[src/rtl/core/ols_pkg.sv]
// Shared types, codes and constants for the ordered list block.
`default_nettype none

package ols_pkg;

    // Fixed field widths of the channel beats
    localparam int KIND_BITS     = 2;
    localparam int IN_VALUE_BITS = 32;
    localparam int POS_BITS      = 8;
    localparam int COUNT_BITS    = 7;

    // Defaults for the top-level parameters
    localparam int CAPACITY_DEF   = 64;
    localparam int VALUE_BITS_DEF = 32;

    typedef enum logic [KIND_BITS-1:0] {
        KIND_HEAD   = 2'd0,
        KIND_TAIL   = 2'd1,
        KIND_POS    = 2'd2,
        KIND_SEARCH = 2'd3
    } kind_t;

    typedef enum logic [1:0] {
        STAT_OK      = 2'd0,
        STAT_INVALID = 2'd1,
        STAT_BOUNDS  = 2'd2,
        STAT_FULL    = 2'd3
    } status_t;

    typedef enum logic [3:0] {
        S_IDLE,
        S_CHECK,
        S_SHIFT_RD,
        S_SHIFT_WR,
        S_PLACE,
        S_SCAN_RD,
        S_SCAN_CMP,
        S_DONE
    } state_t;

    // Controller to datapath
    typedef struct packed {
        logic load;      // capture the input beat
        logic start;     // latch status, target and walk start
        logic rd_prev;   // read the slot below the walk index
        logic shift_wr;  // move read word one slot toward the tail
        logic place;     // write the new word at the target slot
        logic scan_cmp;  // compare read word, step the walk
        logic emit;      // load the output register
    } ctl_cmd_t;

    // Datapath to controller
    typedef struct packed {
        logic is_search;
        logic reject;
        logic idx_at_tgt;
        logic idx_at_count;
        logic hit;
        logic out_free;
    } dp_stat_t;

endpackage

`default_nettype wire

[src/rtl/core/ols_if.sv]
// Valid/ready channel interfaces for request and response beats.
`default_nettype none

interface ols_cmd_if;
    import ols_pkg::*;

    logic                             valid;
    logic                             ready;
    kind_t                            kind;
    logic signed [IN_VALUE_BITS-1:0]  value;
    logic        [POS_BITS-1:0]       position;

    modport source (output valid, output kind, output value, output position, input ready);
    modport sink   (input valid, input kind, input value, input position, output ready);
endinterface

interface ols_rsp_if;
    import ols_pkg::*;

    logic                    valid;
    logic                    ready;
    status_t                 status;
    logic                    found;
    logic [COUNT_BITS-1:0]   entry_count;

    modport source (output valid, output status, output found, output entry_count, input ready);
    modport sink   (input valid, input status, input found, input entry_count, output ready);
endinterface

`default_nettype wire

[src/rtl/core/ols_ctrl.sv]
// Sequencing state machine for the ordered list block.
`default_nettype none

module ols_ctrl (
    input  logic              clk,
    input  logic              rst_n,
    input  logic              in_valid,
    output logic              in_ready,
    input  ols_pkg::dp_stat_t stat,
    output ols_pkg::ctl_cmd_t ctl
);
    import ols_pkg::*;

    state_t state_reg;
    state_t state_next;

    always_ff @(posedge clk or negedge rst_n)
    begin
        if (!rst_n)
        begin
            state_reg <= S_IDLE;
        end
        else
        begin
            state_reg <= state_next;
        end
    end

    always_comb
    begin
        state_next = state_reg;
        unique case (state_reg)
            S_IDLE:
            begin
                if (in_valid)
                    state_next = S_CHECK;
            end
            S_CHECK:
            begin
                if (stat.reject)
                    state_next = S_DONE;
                else if (stat.is_search)
                    state_next = S_SCAN_RD;
                else
                    state_next = S_SHIFT_RD;
            end
            S_SHIFT_RD:
            begin
                state_next = stat.idx_at_tgt ? S_PLACE : S_SHIFT_WR;
            end
            S_SHIFT_WR: state_next = S_SHIFT_RD;
            S_PLACE:    state_next = S_DONE;
            S_SCAN_RD:
            begin
                // stop at the end of the list or on the first match
                if (stat.idx_at_count || stat.hit)
                    state_next = S_DONE;
                else
                    state_next = S_SCAN_CMP;
            end
            S_SCAN_CMP: state_next = S_SCAN_RD;
            S_DONE:
            begin
                if (stat.out_free)
                    state_next = S_IDLE;
            end
            default:    state_next = S_IDLE;
        endcase
    end

    always_comb
    begin
        in_ready     = 1'b0;
        ctl          = '0;
        unique case (state_reg)
            S_IDLE:
            begin
                in_ready = 1'b1;
                ctl.load = in_valid;
            end
            S_CHECK:    ctl.start    = 1'b1;
            S_SHIFT_RD: ctl.rd_prev  = 1'b1;
            S_SHIFT_WR: ctl.shift_wr = 1'b1;
            S_PLACE:    ctl.place    = 1'b1;
            S_SCAN_RD:  ctl.rd_prev  = 1'b0;
            S_SCAN_CMP: ctl.scan_cmp = 1'b1;
            S_DONE:     ctl.emit     = stat.out_free;
            default:    ctl          = '0;
        endcase
    end

endmodule

`default_nettype wire

[src/rtl/core/ols_dp.sv]
// Entry store, walk index, status decode and output register.
`default_nettype none

module ols_dp #(
    parameter int CAPACITY   = ols_pkg::CAPACITY_DEF,
    parameter int VALUE_BITS = ols_pkg::VALUE_BITS_DEF
) (
    input  logic                                      clk,
    input  logic                                      rst_n,
    input  ols_pkg::ctl_cmd_t                         ctl,
    output ols_pkg::dp_stat_t                         stat,
    input  ols_pkg::kind_t                            in_kind,
    input  logic signed [ols_pkg::IN_VALUE_BITS-1:0]  in_value,
    input  logic        [ols_pkg::POS_BITS-1:0]       in_position,
    output logic                                      out_valid,
    input  logic                                      out_ready,
    output ols_pkg::status_t                          out_status,
    output logic                                      out_found,
    output logic        [ols_pkg::COUNT_BITS-1:0]     out_entry_count
);
    import ols_pkg::*;

    localparam int CNT_W  = $clog2(CAPACITY + 1);
    localparam int ADDR_W = $clog2(CAPACITY);
    localparam int CMP_W  = ((CNT_W > POS_BITS) ? CNT_W : POS_BITS) + 1;
    localparam int EXT_W  = 64;

    // Entry store
    logic [VALUE_BITS-1:0] mem [CAPACITY];
    logic [VALUE_BITS-1:0] rd_data_reg;
    logic [ADDR_W-1:0]     rd_addr;
    logic [ADDR_W-1:0]     wr_addr;
    logic [VALUE_BITS-1:0] wr_data;
    logic                  wr_en;

    // Item and walk state
    kind_t                 kind_reg;
    logic [VALUE_BITS-1:0] word_reg;
    logic [POS_BITS-1:0]   pos_reg;
    logic [CNT_W-1:0]      count_reg;
    logic [CNT_W-1:0]      count_next;
    logic [CNT_W-1:0]      idx_reg;
    logic [CNT_W-1:0]      idx_dec;
    logic [CNT_W-1:0]      tgt_reg;
    logic                  hit_reg;
    status_t               status_reg;

    // Output register
    logic                  out_valid_reg;
    logic                  out_valid_next;
    status_t               out_status_reg;
    logic                  out_found_reg;
    logic [COUNT_BITS-1:0] out_count_reg;

    logic signed [EXT_W-1:0] value_ext;
    logic [VALUE_BITS-1:0]   word_in;
    logic                    full;
    logic [CMP_W-1:0]        pos_w;
    logic [CMP_W-1:0]        lim_w;
    status_t                 status_calc;
    logic [CNT_W-1:0]        tgt_calc;
    logic [CNT_W-1:0]        idx_start;

    // sign extend, then keep the low word
    assign value_ext = EXT_W'(in_value);
    assign word_in   = value_ext[VALUE_BITS-1:0];

    assign full  = (count_reg == CNT_W'(CAPACITY));
    assign pos_w = CMP_W'(pos_reg);
    assign lim_w = CMP_W'(count_reg) + CMP_W'(1);

    always_comb
    begin
        status_calc = STAT_OK;
        tgt_calc    = '0;
        idx_start   = count_reg;
        case (kind_reg)
            KIND_SEARCH:
            begin
                idx_start = '0;
            end
            KIND_POS:
            begin
                // zero first, then bounds, then full
                if (pos_reg == '0)
                    status_calc = STAT_INVALID;
                else if (pos_w > lim_w)
                    status_calc = STAT_BOUNDS;
                else if (full)
                    status_calc = STAT_FULL;
                tgt_calc = CNT_W'(pos_w - CMP_W'(1));
            end
            KIND_TAIL:
            begin
                if (full)
                    status_calc = STAT_FULL;
                tgt_calc = count_reg;
            end
            default:
            begin
                if (full)
                    status_calc = STAT_FULL;
            end
        endcase
    end

    assign idx_dec = idx_reg - CNT_W'(1);
    assign rd_addr = ctl.rd_prev ? idx_dec[ADDR_W-1:0] : idx_reg[ADDR_W-1:0];
    assign wr_en   = ctl.shift_wr | ctl.place;
    assign wr_addr = ctl.place ? tgt_reg[ADDR_W-1:0] : idx_reg[ADDR_W-1:0];
    assign wr_data = ctl.place ? word_reg : rd_data_reg;

    always_ff @(posedge clk)
    begin
        if (wr_en)
            mem[wr_addr] <= wr_data;
        rd_data_reg <= mem[rd_addr];
    end

    // Payload registers
    always_ff @(posedge clk)
    begin
        if (ctl.load)
        begin
            kind_reg <= in_kind;
            word_reg <= word_in;
            pos_reg  <= in_position;
        end
        if (ctl.start)
        begin
            status_reg <= status_calc;
            tgt_reg    <= tgt_calc;
            idx_reg    <= idx_start;
            hit_reg    <= 1'b0;
        end
        else if (ctl.shift_wr)
        begin
            idx_reg <= idx_dec;
        end
        else if (ctl.scan_cmp)
        begin
            idx_reg <= idx_reg + CNT_W'(1);
            if (rd_data_reg == word_reg)
                hit_reg <= 1'b1;
        end
        if (ctl.emit)
        begin
            out_status_reg <= status_reg;
            out_found_reg  <= hit_reg;
            out_count_reg  <= COUNT_BITS'(count_reg);
        end
    end

    always_comb
    begin
        count_next = count_reg;
        if (ctl.place)
            count_next = count_reg + CNT_W'(1);
    end

    always_comb
    begin
        out_valid_next = out_valid_reg;
        if (ctl.emit)
            out_valid_next = 1'b1;
        else if (out_ready)
            out_valid_next = 1'b0;
    end

    always_ff @(posedge clk or negedge rst_n)
    begin
        if (!rst_n)
        begin
            count_reg     <= '0;
            out_valid_reg <= 1'b0;
        end
        else
        begin
            count_reg     <= count_next;
            out_valid_reg <= out_valid_next;
        end
    end

    assign stat.is_search    = (kind_reg == KIND_SEARCH);
    assign stat.reject       = (status_calc != STAT_OK);
    assign stat.idx_at_tgt   = (idx_reg == tgt_reg);
    assign stat.idx_at_count = (idx_reg == count_reg);
    assign stat.hit          = hit_reg;
    assign stat.out_free     = !out_valid_reg || out_ready;

    assign out_valid       = out_valid_reg;
    assign out_status      = out_status_reg;
    assign out_found       = out_found_reg;
    assign out_entry_count = out_count_reg;

`ifndef ASSERT_OFF
    a_count_bound: assert property (@(posedge clk) disable iff (!rst_n)
        count_reg <= CNT_W'(CAPACITY))
        else $error("entry count above capacity");

    a_place_not_full: assert property (@(posedge clk) disable iff (!rst_n)
        ctl.place |-> !full)
        else $error("write into a full list");

    a_place_count: assert property (@(posedge clk) disable iff (!rst_n)
        ctl.place |=> (count_reg == $past(count_reg) + CNT_W'(1)))
        else $error("count did not step on insert");

    a_shift_above_tgt: assert property (@(posedge clk) disable iff (!rst_n)
        ctl.shift_wr |-> (idx_reg > tgt_reg))
        else $error("shift at or below insert point");

    a_emit_valid: assert property (@(posedge clk) disable iff (!rst_n)
        ctl.emit |=> out_valid_reg)
        else $error("result register not loaded");
`endif

endmodule

`default_nettype wire

[src/rtl/core/ordered_list_insert_search.sv]
// Top level of the bounded ordered list with insert and search.
//
//  channel | dir | beat fields                       | handshake
//  --------+-----+-----------------------------------+-------------
//  cmd     | in  | kind, value, position             | valid/ready
//  rsp     | out | status, found, entry_count        | valid/ready
//
//  An insert moves each entry from the tail down to the insert point one
//  slot toward the tail, then places the new word; a search walks from the
//  head and ends early on a match. Each moved word takes a read and a write
//  step in the entry store, each compared word a read and a compare step.
//  Reset empties the list at once; the entry words themselves are not cleared.
//  The result waits in an output register; a stalled rsp holds the finished
//  beat and the next cmd beat is held off only at the final hand-over.
`default_nettype none

module ordered_list_insert_search #(
    parameter int CAPACITY   = ols_pkg::CAPACITY_DEF,
    parameter int VALUE_BITS = ols_pkg::VALUE_BITS_DEF
) (
    input  logic              clk,
    input  logic              rst_n,
    ols_cmd_if.sink           cmd,
    ols_rsp_if.source         rsp
);
    import ols_pkg::*;

    ctl_cmd_t ctl;   // sequencer commands
    dp_stat_t stat;  // datapath flags back to the sequencer
    logic     in_ready;

    // State machine: one item at a time, walks the store slot by slot
    ols_ctrl u_ctrl (
        .clk      (clk),
        .rst_n    (rst_n),
        .in_valid (cmd.valid),
        .in_ready (in_ready),
        .stat     (stat),
        .ctl      (ctl)
    );

    assign cmd.ready = in_ready;

    // Store, count, status decode and result register
    ols_dp #(
        .CAPACITY   (CAPACITY),
        .VALUE_BITS (VALUE_BITS)
    ) u_dp (
        .clk             (clk),
        .rst_n           (rst_n),
        .ctl             (ctl),
        .stat            (stat),
        .in_kind         (cmd.kind),
        .in_value        (cmd.value),
        .in_position     (cmd.position),
        .out_valid       (rsp.valid),
        .out_ready       (rsp.ready),
        .out_status      (rsp.status),
        .out_found       (rsp.found),
        .out_entry_count (rsp.entry_count)
    );

endmodule

`default_nettype wire

[src/flat_wrapper.sv]
// flat-port wrapper written by rule: the top's interface ports become plain ports
module ordered_list_insert_search_flat import ols_pkg::*;
#(
    parameter int CAPACITY   = ols_pkg::CAPACITY_DEF,
    parameter int VALUE_BITS = ols_pkg::VALUE_BITS_DEF
)
  (clk, rst_n, cmd_valid, cmd_kind, cmd_value, cmd_position, cmd_ready, rsp_valid, rsp_status, rsp_found, rsp_entry_count, rsp_ready);
  ols_cmd_if cmd_i ();
  ols_rsp_if rsp_i ();
  input  logic clk;
  input  logic rst_n;
  input wire logic [$bits(cmd_i.valid)-1:0] cmd_valid;
  input wire logic [$bits(cmd_i.kind)-1:0] cmd_kind;
  input wire logic [$bits(cmd_i.value)-1:0] cmd_value;
  input wire logic [$bits(cmd_i.position)-1:0] cmd_position;
  output wire logic [$bits(cmd_i.ready)-1:0] cmd_ready;
  output wire logic [$bits(rsp_i.valid)-1:0] rsp_valid;
  output wire logic [$bits(rsp_i.status)-1:0] rsp_status;
  output wire logic [$bits(rsp_i.found)-1:0] rsp_found;
  output wire logic [$bits(rsp_i.entry_count)-1:0] rsp_entry_count;
  input wire logic [$bits(rsp_i.ready)-1:0] rsp_ready;
  assign cmd_i.valid = cmd_valid;
  assign cmd_i.kind = cmd_kind;
  assign cmd_i.value = cmd_value;
  assign cmd_i.position = cmd_position;
  assign cmd_ready = cmd_i.ready;
  assign rsp_valid = rsp_i.valid;
  assign rsp_status = rsp_i.status;
  assign rsp_found = rsp_i.found;
  assign rsp_entry_count = rsp_i.entry_count;
  assign rsp_i.ready = rsp_ready;
  ordered_list_insert_search #(.CAPACITY(CAPACITY), .VALUE_BITS(VALUE_BITS)) u_core (.clk(clk), .rst_n(rst_n), .cmd(cmd_i), .rsp(rsp_i));
endmodule
[config.mk]
export PLATFORM = sky130hd
export DESIGN_NAME = ordered_list_insert_search_flat
export DESIGN_NICKNAME = d
export VERILOG_FILES = /design/src/rtl/core/ols_pkg.sv /design/src/rtl/core/ols_if.sv /design/src/rtl/core/ols_ctrl.sv /design/src/rtl/core/ols_dp.sv /design/src/rtl/core/ordered_list_insert_search.sv /design/src/flat_wrapper.sv
export SDC_FILE = /design/constraint.sdc
export NUM_CORES = 2
export LEC_CHECK = 0
export BUFFER_PORTS_ARGS = -buffer_cell sky130_fd_sc_hd__buf_2
export CAP_MARGIN = 20
export CORE_MARGIN = 5
export CORE_UTILIZATION = 50
export DETAILED_ROUTE_END_ITERATION = 8
export PLACE_DENSITY = 0.64
export SYNTH_ARGS = -nofsm -noshare
export SYNTH_HDL_FRONTEND = slang
export SYNTH_SLANG_ARGS = --single-unit
export TNS_END_PERCENT = 30
[constraint.sdc]
create_clock -name clk -period 5.35 [get_ports clk]
set_input_delay 0.535 -clock clk [delete_from_list [all_inputs] [get_ports clk]]
set_output_delay 0.535 -clock clk [all_outputs]
set_load 0.005 [all_outputs]
* Yosys cells after proc, flatten, opt, wreduce, memory -nomap -nowiden
Memory sizes are Yosys's and may differ from the RTL's. A register that Yosys moved wholly into a read port is not among the register bits. Cells that the tools add are included.
Word-level totals: bits in registers 81, bits in latches 0, RAM bits 2048, memory bits (read-only) 0, input port bits 46, output and inout bits 12, word-level logic and storage cells 79, memories kept 1
Memory list:
- u_core.u_dp.mem | words 64, bits a word 32, read ports 1, clocked after Yosys merged registers in 1, write ports 1, RTL line ols_dp.sv:29 | logic [VALUE_BITS-1:0] mem [CAPACITY];
Operators by class: add/sub/neg operators 5, multiply operators 0, div/mod/pow operators 0, magnitude comparators 1, eq/ne operators 16, shift-type cells 0, muxes and demuxes 31, bitwise logic cells 2, reduce and logical (&&, ||, !) cells 10
Operators by type and width (number):
- 32-bit equality test | 1
- 32-bit two-way mux | 1
- 4-bit case mux with 8 select lines | 1
- 7-bit two-way mux | 4
- 4-bit by 3-bit equality test with 1-bit output (second input constant) | 4
- 7-bit by 1-bit adder with 7-bit output (second input constant) | 2
- 7-bit equality test | 2
- 7-bit case mux with 2 select lines | 1
- 7-bit by 1-bit subtractor with 7-bit output (second input constant) | 2
- 1-bit two-way mux | 13
- 6-bit two-way mux | 2
- 3-bit two-way mux | 3
- 7-bit by 1-bit adder with 8-bit output (second input constant) | 1
- 4-bit by 2-bit equality test with 1-bit output (second input constant) | 2
- 8-bit greater-than comparator | 1
- 8-bit logical NOT | 1
- 4-bit two-way mux | 2
- 7-bit equality test (second input constant) | 1
- 2-bit two-way mux | 3
- 2-bit equality test (second input constant) | 2
- 4-bit by 1-bit equality test with 1-bit output (second input constant) | 1
- 4-bit logical NOT | 1
- 2-bit inequality test (second input constant) | 2
- 2-bit case mux with 2 select lines | 1
- other kinds (9) | 11

* Logic depth before layout (Yosys ltp)
depth after elaboration 8, depth in mapped cells 16

* By module
A second synthesis with hierarchy kept.
Second synthesis, totals: cells, all modules 6955, area, all modules 103842.1 um^2
Modules (own cells, without submodules):
- ols_dp | times used 1, cells an instance 6921, area an instance 103559.3 um^2, sequential area each 64401.8 um^2
- ols_ctrl | times used 1, cells an instance 34, area an instance 282.8 um^2, sequential area each 75.1 um^2

* Worst setup path after synthesis
No wires, ideal clock.
kind register -> register, start point register u_core.u_dp.idx_reg[0], end point memory u_core.u_dp.mem[0][0] (netlist bit), enable pin, library setup time 0.421 ns, arrival 3.375 ns, data required time 4.929 ns, setup slack 1.554 ns, stages on the path, launching flop included 10, path buffers 4, period minus slack after synthesis 3.796 ns, path through edfxtp_1 -> buf_2 -> inv_2 -> buf_2 -> buf_2 -> buf_2 -> nor2_1 -> a21oi_1 -> nand4_1 -> nor2_1
Between the ends: cells in the longest elaborated chain, start to end 1
Ends and longest elaborated chain:
- from (decl) | RTL line ols_dp.sv:42 | logic [CNT_W-1:0] idx_reg;
- from (signal assigned) | RTL line ols_dp.sv:133 | idx_reg <= idx_start;
- from (signal assigned) | RTL line ols_dp.sv:138 | idx_reg <= idx_dec;
- from (signal assigned) | RTL line ols_dp.sv:142 | idx_reg <= idx_reg + CNT_W'(1);
- 6-bit two-way mux | RTL line ols_dp.sv:110 | assign wr_addr = ctl.place ? tgt_reg[ADDR_W-1:0] : idx_reg[ADDR_W-1:0];
- to (decl) | RTL line ols_dp.sv:29
Every way passes these cells.

* Final worst setup path
start point register u_core.u_ctrl.state_reg[2], end point memory u_core.u_dp.mem[22][11] (netlist bit), enable pin
Between the ends: cells in the longest elaborated chain, start to end 5
Ends and longest elaborated chain:
- from (decl) | RTL line ols_ctrl.sv:14 | state_t state_reg;
- from (signal assigned) | RTL line ols_ctrl.sv:25 | state_reg <= state_next;
- 4-bit by 2-bit equality test with 1-bit output or 4-bit by 3-bit equality test with 1-bit output (tied branches) | RTL line ols_ctrl.sv:75 | unique case (state_reg)
- 1-bit two-way mux | RTL line ols_ctrl.sv:75
- 1-bit OR | RTL line ols_dp.sv:109 | assign wr_en = ctl.shift_wr | ctl.place;
- 1-bit two-way mux | RTL line ols_dp.sv:115 | if (wr_en)
- 1-bit two-way mux (implied by the code) | RTL line ols_dp.sv:116 | mem[wr_addr] <= wr_data;
Parallel ways exist; a longest one is shown, timed or not.

==> results.txt <==
Top FF cell, synth: edfxtp_1
vias per std cell: 7.131
Tot GR Track Use: 0.2701
I/O Buffers: 57
clk buf depth: 3
sw frac: 0.1954
global-route wire length before repair: 423.8 mm
Clock Pin Slew Worst Setup and Hold Paths: 60 ps
post-synth cell types: 62
worst-margin pin slew: 1223 ps
CTS buffer count: 223
core area: 0.2015 sq mm
Post-DRT Antenna Nets: 0
Max transition margin: 0.1806
R2R setup slack: 830 ps
# DRC: 0
area of the multi-input gates: 0.03456 sq mm
fin crit share: 0.8441
placer congestion estimate: 0.8543
overall power: 33.83 mW
Pint: 27.22 mW
nets: 6284
fraction of layout cells with a size suffix above 1: 0.1715
Cell Chain, Critical Path: nor3b_2 > buf_4 > nor2_1 > a21oi_1 > nand3_1 > nor2_4 > buf_4
Seq cells post-synth: 2160
syn avg cell area: 15.98 sq um
Crit Path Category: reg2reg
area share of the largest cell type after synthesis: 0.6297
combinational share of power: 0.001
total negative setup slack: 0 ps
Final Instance Area: 0.1129 sq mm
CP arrival: 5080 ps
syn nets: 6377
unrepaired setup endpoints after global routing: false
Final setup viols: 0
vias post-DR: 64920
grt total ovfl: 0
row cnt: 165
crit-path max FO: 45
Clock power frac: 0.458
Psw: 6.612 mW
Slew Limit Fails: 0
cell count after synthesis: 6313
most frequent cell after synthesis: edfxtp_1
root buf cell: clkbuf_16
worst path required time: 5910 ps
status: finished, final reports clean
vias in the first global route: 62870
Leakage: 30.46 nW
Starting Density: 0.5008
min Tclk post-route: 4516 ps
Area after DPL: 0.1050 sq mm
IO Pins: 58
leading area contributor after synthesis: edfxtp_1
Die Ht: 459.2 um
1st-iter DRT viols: 8160
initial antenna violation count: 21
final wirelength: 292.0 mm
PD cells: 299.7 mW/mm^2
drt wl/cell: 32.08 um
EDFF count, synth: 2116
htree depth: 4
mapped cell area: 0.1009 sq mm
asr flop ratio synth: 0.005093
maximum resistive drop on vdd: 0.0003390 V
largest net degree at the start of global routing: 160
Register Area: 0.06448 sq mm
die area: 0.2109 sq mm
worst min-delay path category: in2async
Clock Skew: 29.60 ps
max reg flops: 2048
DP HPWL: 167.9 mm
Max Clk Rate: 0.2214 GHz
Fillers: 15490
max incr delay on CP: 770 ps
max_cap viols: 0
post-CTS sizing: 0
sequential area share after synthesis: 0.6390
critical path endpoint category: register
ranking of synthesized cells by area: edfxtp_1 (63%), mux2i_1 (11%), mux4_2 (5.8%)
Seq pwr share: 0.541
CTS tree: built
drt first pass iters: 8
Final Hold Vio Count: 0
Die X: 459.2 um
Ys Warns: 0
clock sink count: 2160
Worst-Skew Late Latency: 870 ps
slowest cell on the critical path: nor2_4
CP most frequent cell: buf_4
CP startpoint kind: register
Layout area overhead: 11.84%
commonest cells in the netlist: edfxtp_1 (2116), mux2i_1 (1091), o221ai_1 (637)
## cell usage in the layout (no fill, tap or decap), types with 15 or more instances in the layout
master	instances
nand2_1	103
o32ai_1	190
xnor2_1	37
clkbuf_1	50
xor2_1	33
edfxtp_1	2116
or4_1	34
o221ai_1	637
dlygate4sd3_1	45
o22a_1	192
nand2_4	16
buf_4	144
a31oi_1	133
o21ai_0	79
a211o_1	64
clkbuf_8	17
nand2_2	20
buf_2	57
buf_12	63
nor2_1	27
a221o_1	127
inv_1	15
o211ai_1	63
nand3_1	21
ha_1	17
dfxtp_1	33
o221a_2	126
mux2i_1	1091
nor2_4	64
bufinv_16	19
clkbuf_16	226
clkinv_1	43
mux4_2	259
nor3_1	71
clkinv_2	45
## power by group through the flow
stage	clock, mW	sequential (mW)	combinational [mW]
detailed placement	0	18.6	0.0196
global route	16.4	18.3	0.0500
finish	15.5	18.3	0.0462
CTS	15.7	18.3	0.0463
floorplan	0	18.6	0.000271
global placement	0	18.6	0.0190
## worst paths after layout
path                                                         from                                      to  cells past startpoint
max in group asynchronous                                   rst_n  u_core.u_ctrl.state_reg[0]$_DFFE_PN0P_                      2
setup reg to reg           u_core.u_ctrl.state_reg[2]$_DFFE_PN0P_       u_core.u_dp.mem[22][11]$_DFFE_PP_                      7
hold reg to reg               u_core.u_dp.status_reg[0]$_DFFE_PP_     u_core.u_dp.out_status[0]$_DFFE_PP_                      0
setup / recovery           u_core.u_ctrl.state_reg[2]$_DFFE_PN0P_       u_core.u_dp.mem[22][11]$_DFFE_PP_                      7
hold / removal                                              rst_n    u_core.u_dp.count_reg[3]$_DFFE_PN0P_                      2
min in group clk                                    cmd_value[21]      u_core.u_dp.word_reg[21]$_DFFE_PP_                      2
## per-layer routing
layer | global-route usage | up-vias | wire length, um
met4 | 0.09551 | 14 | 10530
met2 | 0.4123 | 3361 | 131800
met3 | 0.06100 | 580 | 30880
met5 | 0 | - | 95
met1 | 0.3842 | 33890 | 118700
li1 | - | 27070 | -
## worst max-delay path, delay by kind of cell, from the launching register on
family	cells	cell delay [ps]
flops	1	650
compound gates	1	490
simple gates	4	2160
buf+inv	2	890
## cell type report
class / count / area share
inverter: 16 / 0.0005987
clock inverter: 130 / 0.01062
antenna: 13 / 0.0002882
multi-input combinational: 3509 / 0.3062
sequential: 2160 / 0.5713
clock buffer: 293 / 0.05385
tap: 2672 / 0.02962
timing repair buffer: 310 / 0.02752
## stage by stage
stage / std cells / setup WS (ps) / hold WS (ps) / utilization
2_1_floorplan: 6313 / 1554 / 239.4 / -
3_3_place_gp: 8613 / 1050 / 413.8 / 0.5208
3_5_place_dp: 8616 / 927.9 / 415.3 / 0.5211
4_1_cts: 9084 / 907.9 / 23.69 / 0.5594
5_1_grt: 9092 / 602.3 / 76.80 / 0.5600
6_report: 9103 / 834.1 / 74.03 / 0.5601
## cell families (layout without fill, tap and decap cells)
kind of cell,count (synthesis),in the layout,share of synthesized area
other,0,13,0
adder cells (fa/ha/maj),18,18,0.002232
AO/OA/AOI/OAI,1657,1657,0.1409
buffers and inverters,644,749,0.02608
flip-flops,2160,2160,0.6390
XOR/XNOR,70,70,0.006076
AND/OR/NAND/NOR,414,414,0.01969
multiplexers,1350,1350,0.1660
## repair_timing
item / in CTS / in global routing
hold buffers: 45 / 0
setup buffers: 0 / 0
endpoints found under the hold margin: 55 / 0
(Power assumes the default switching activity.)
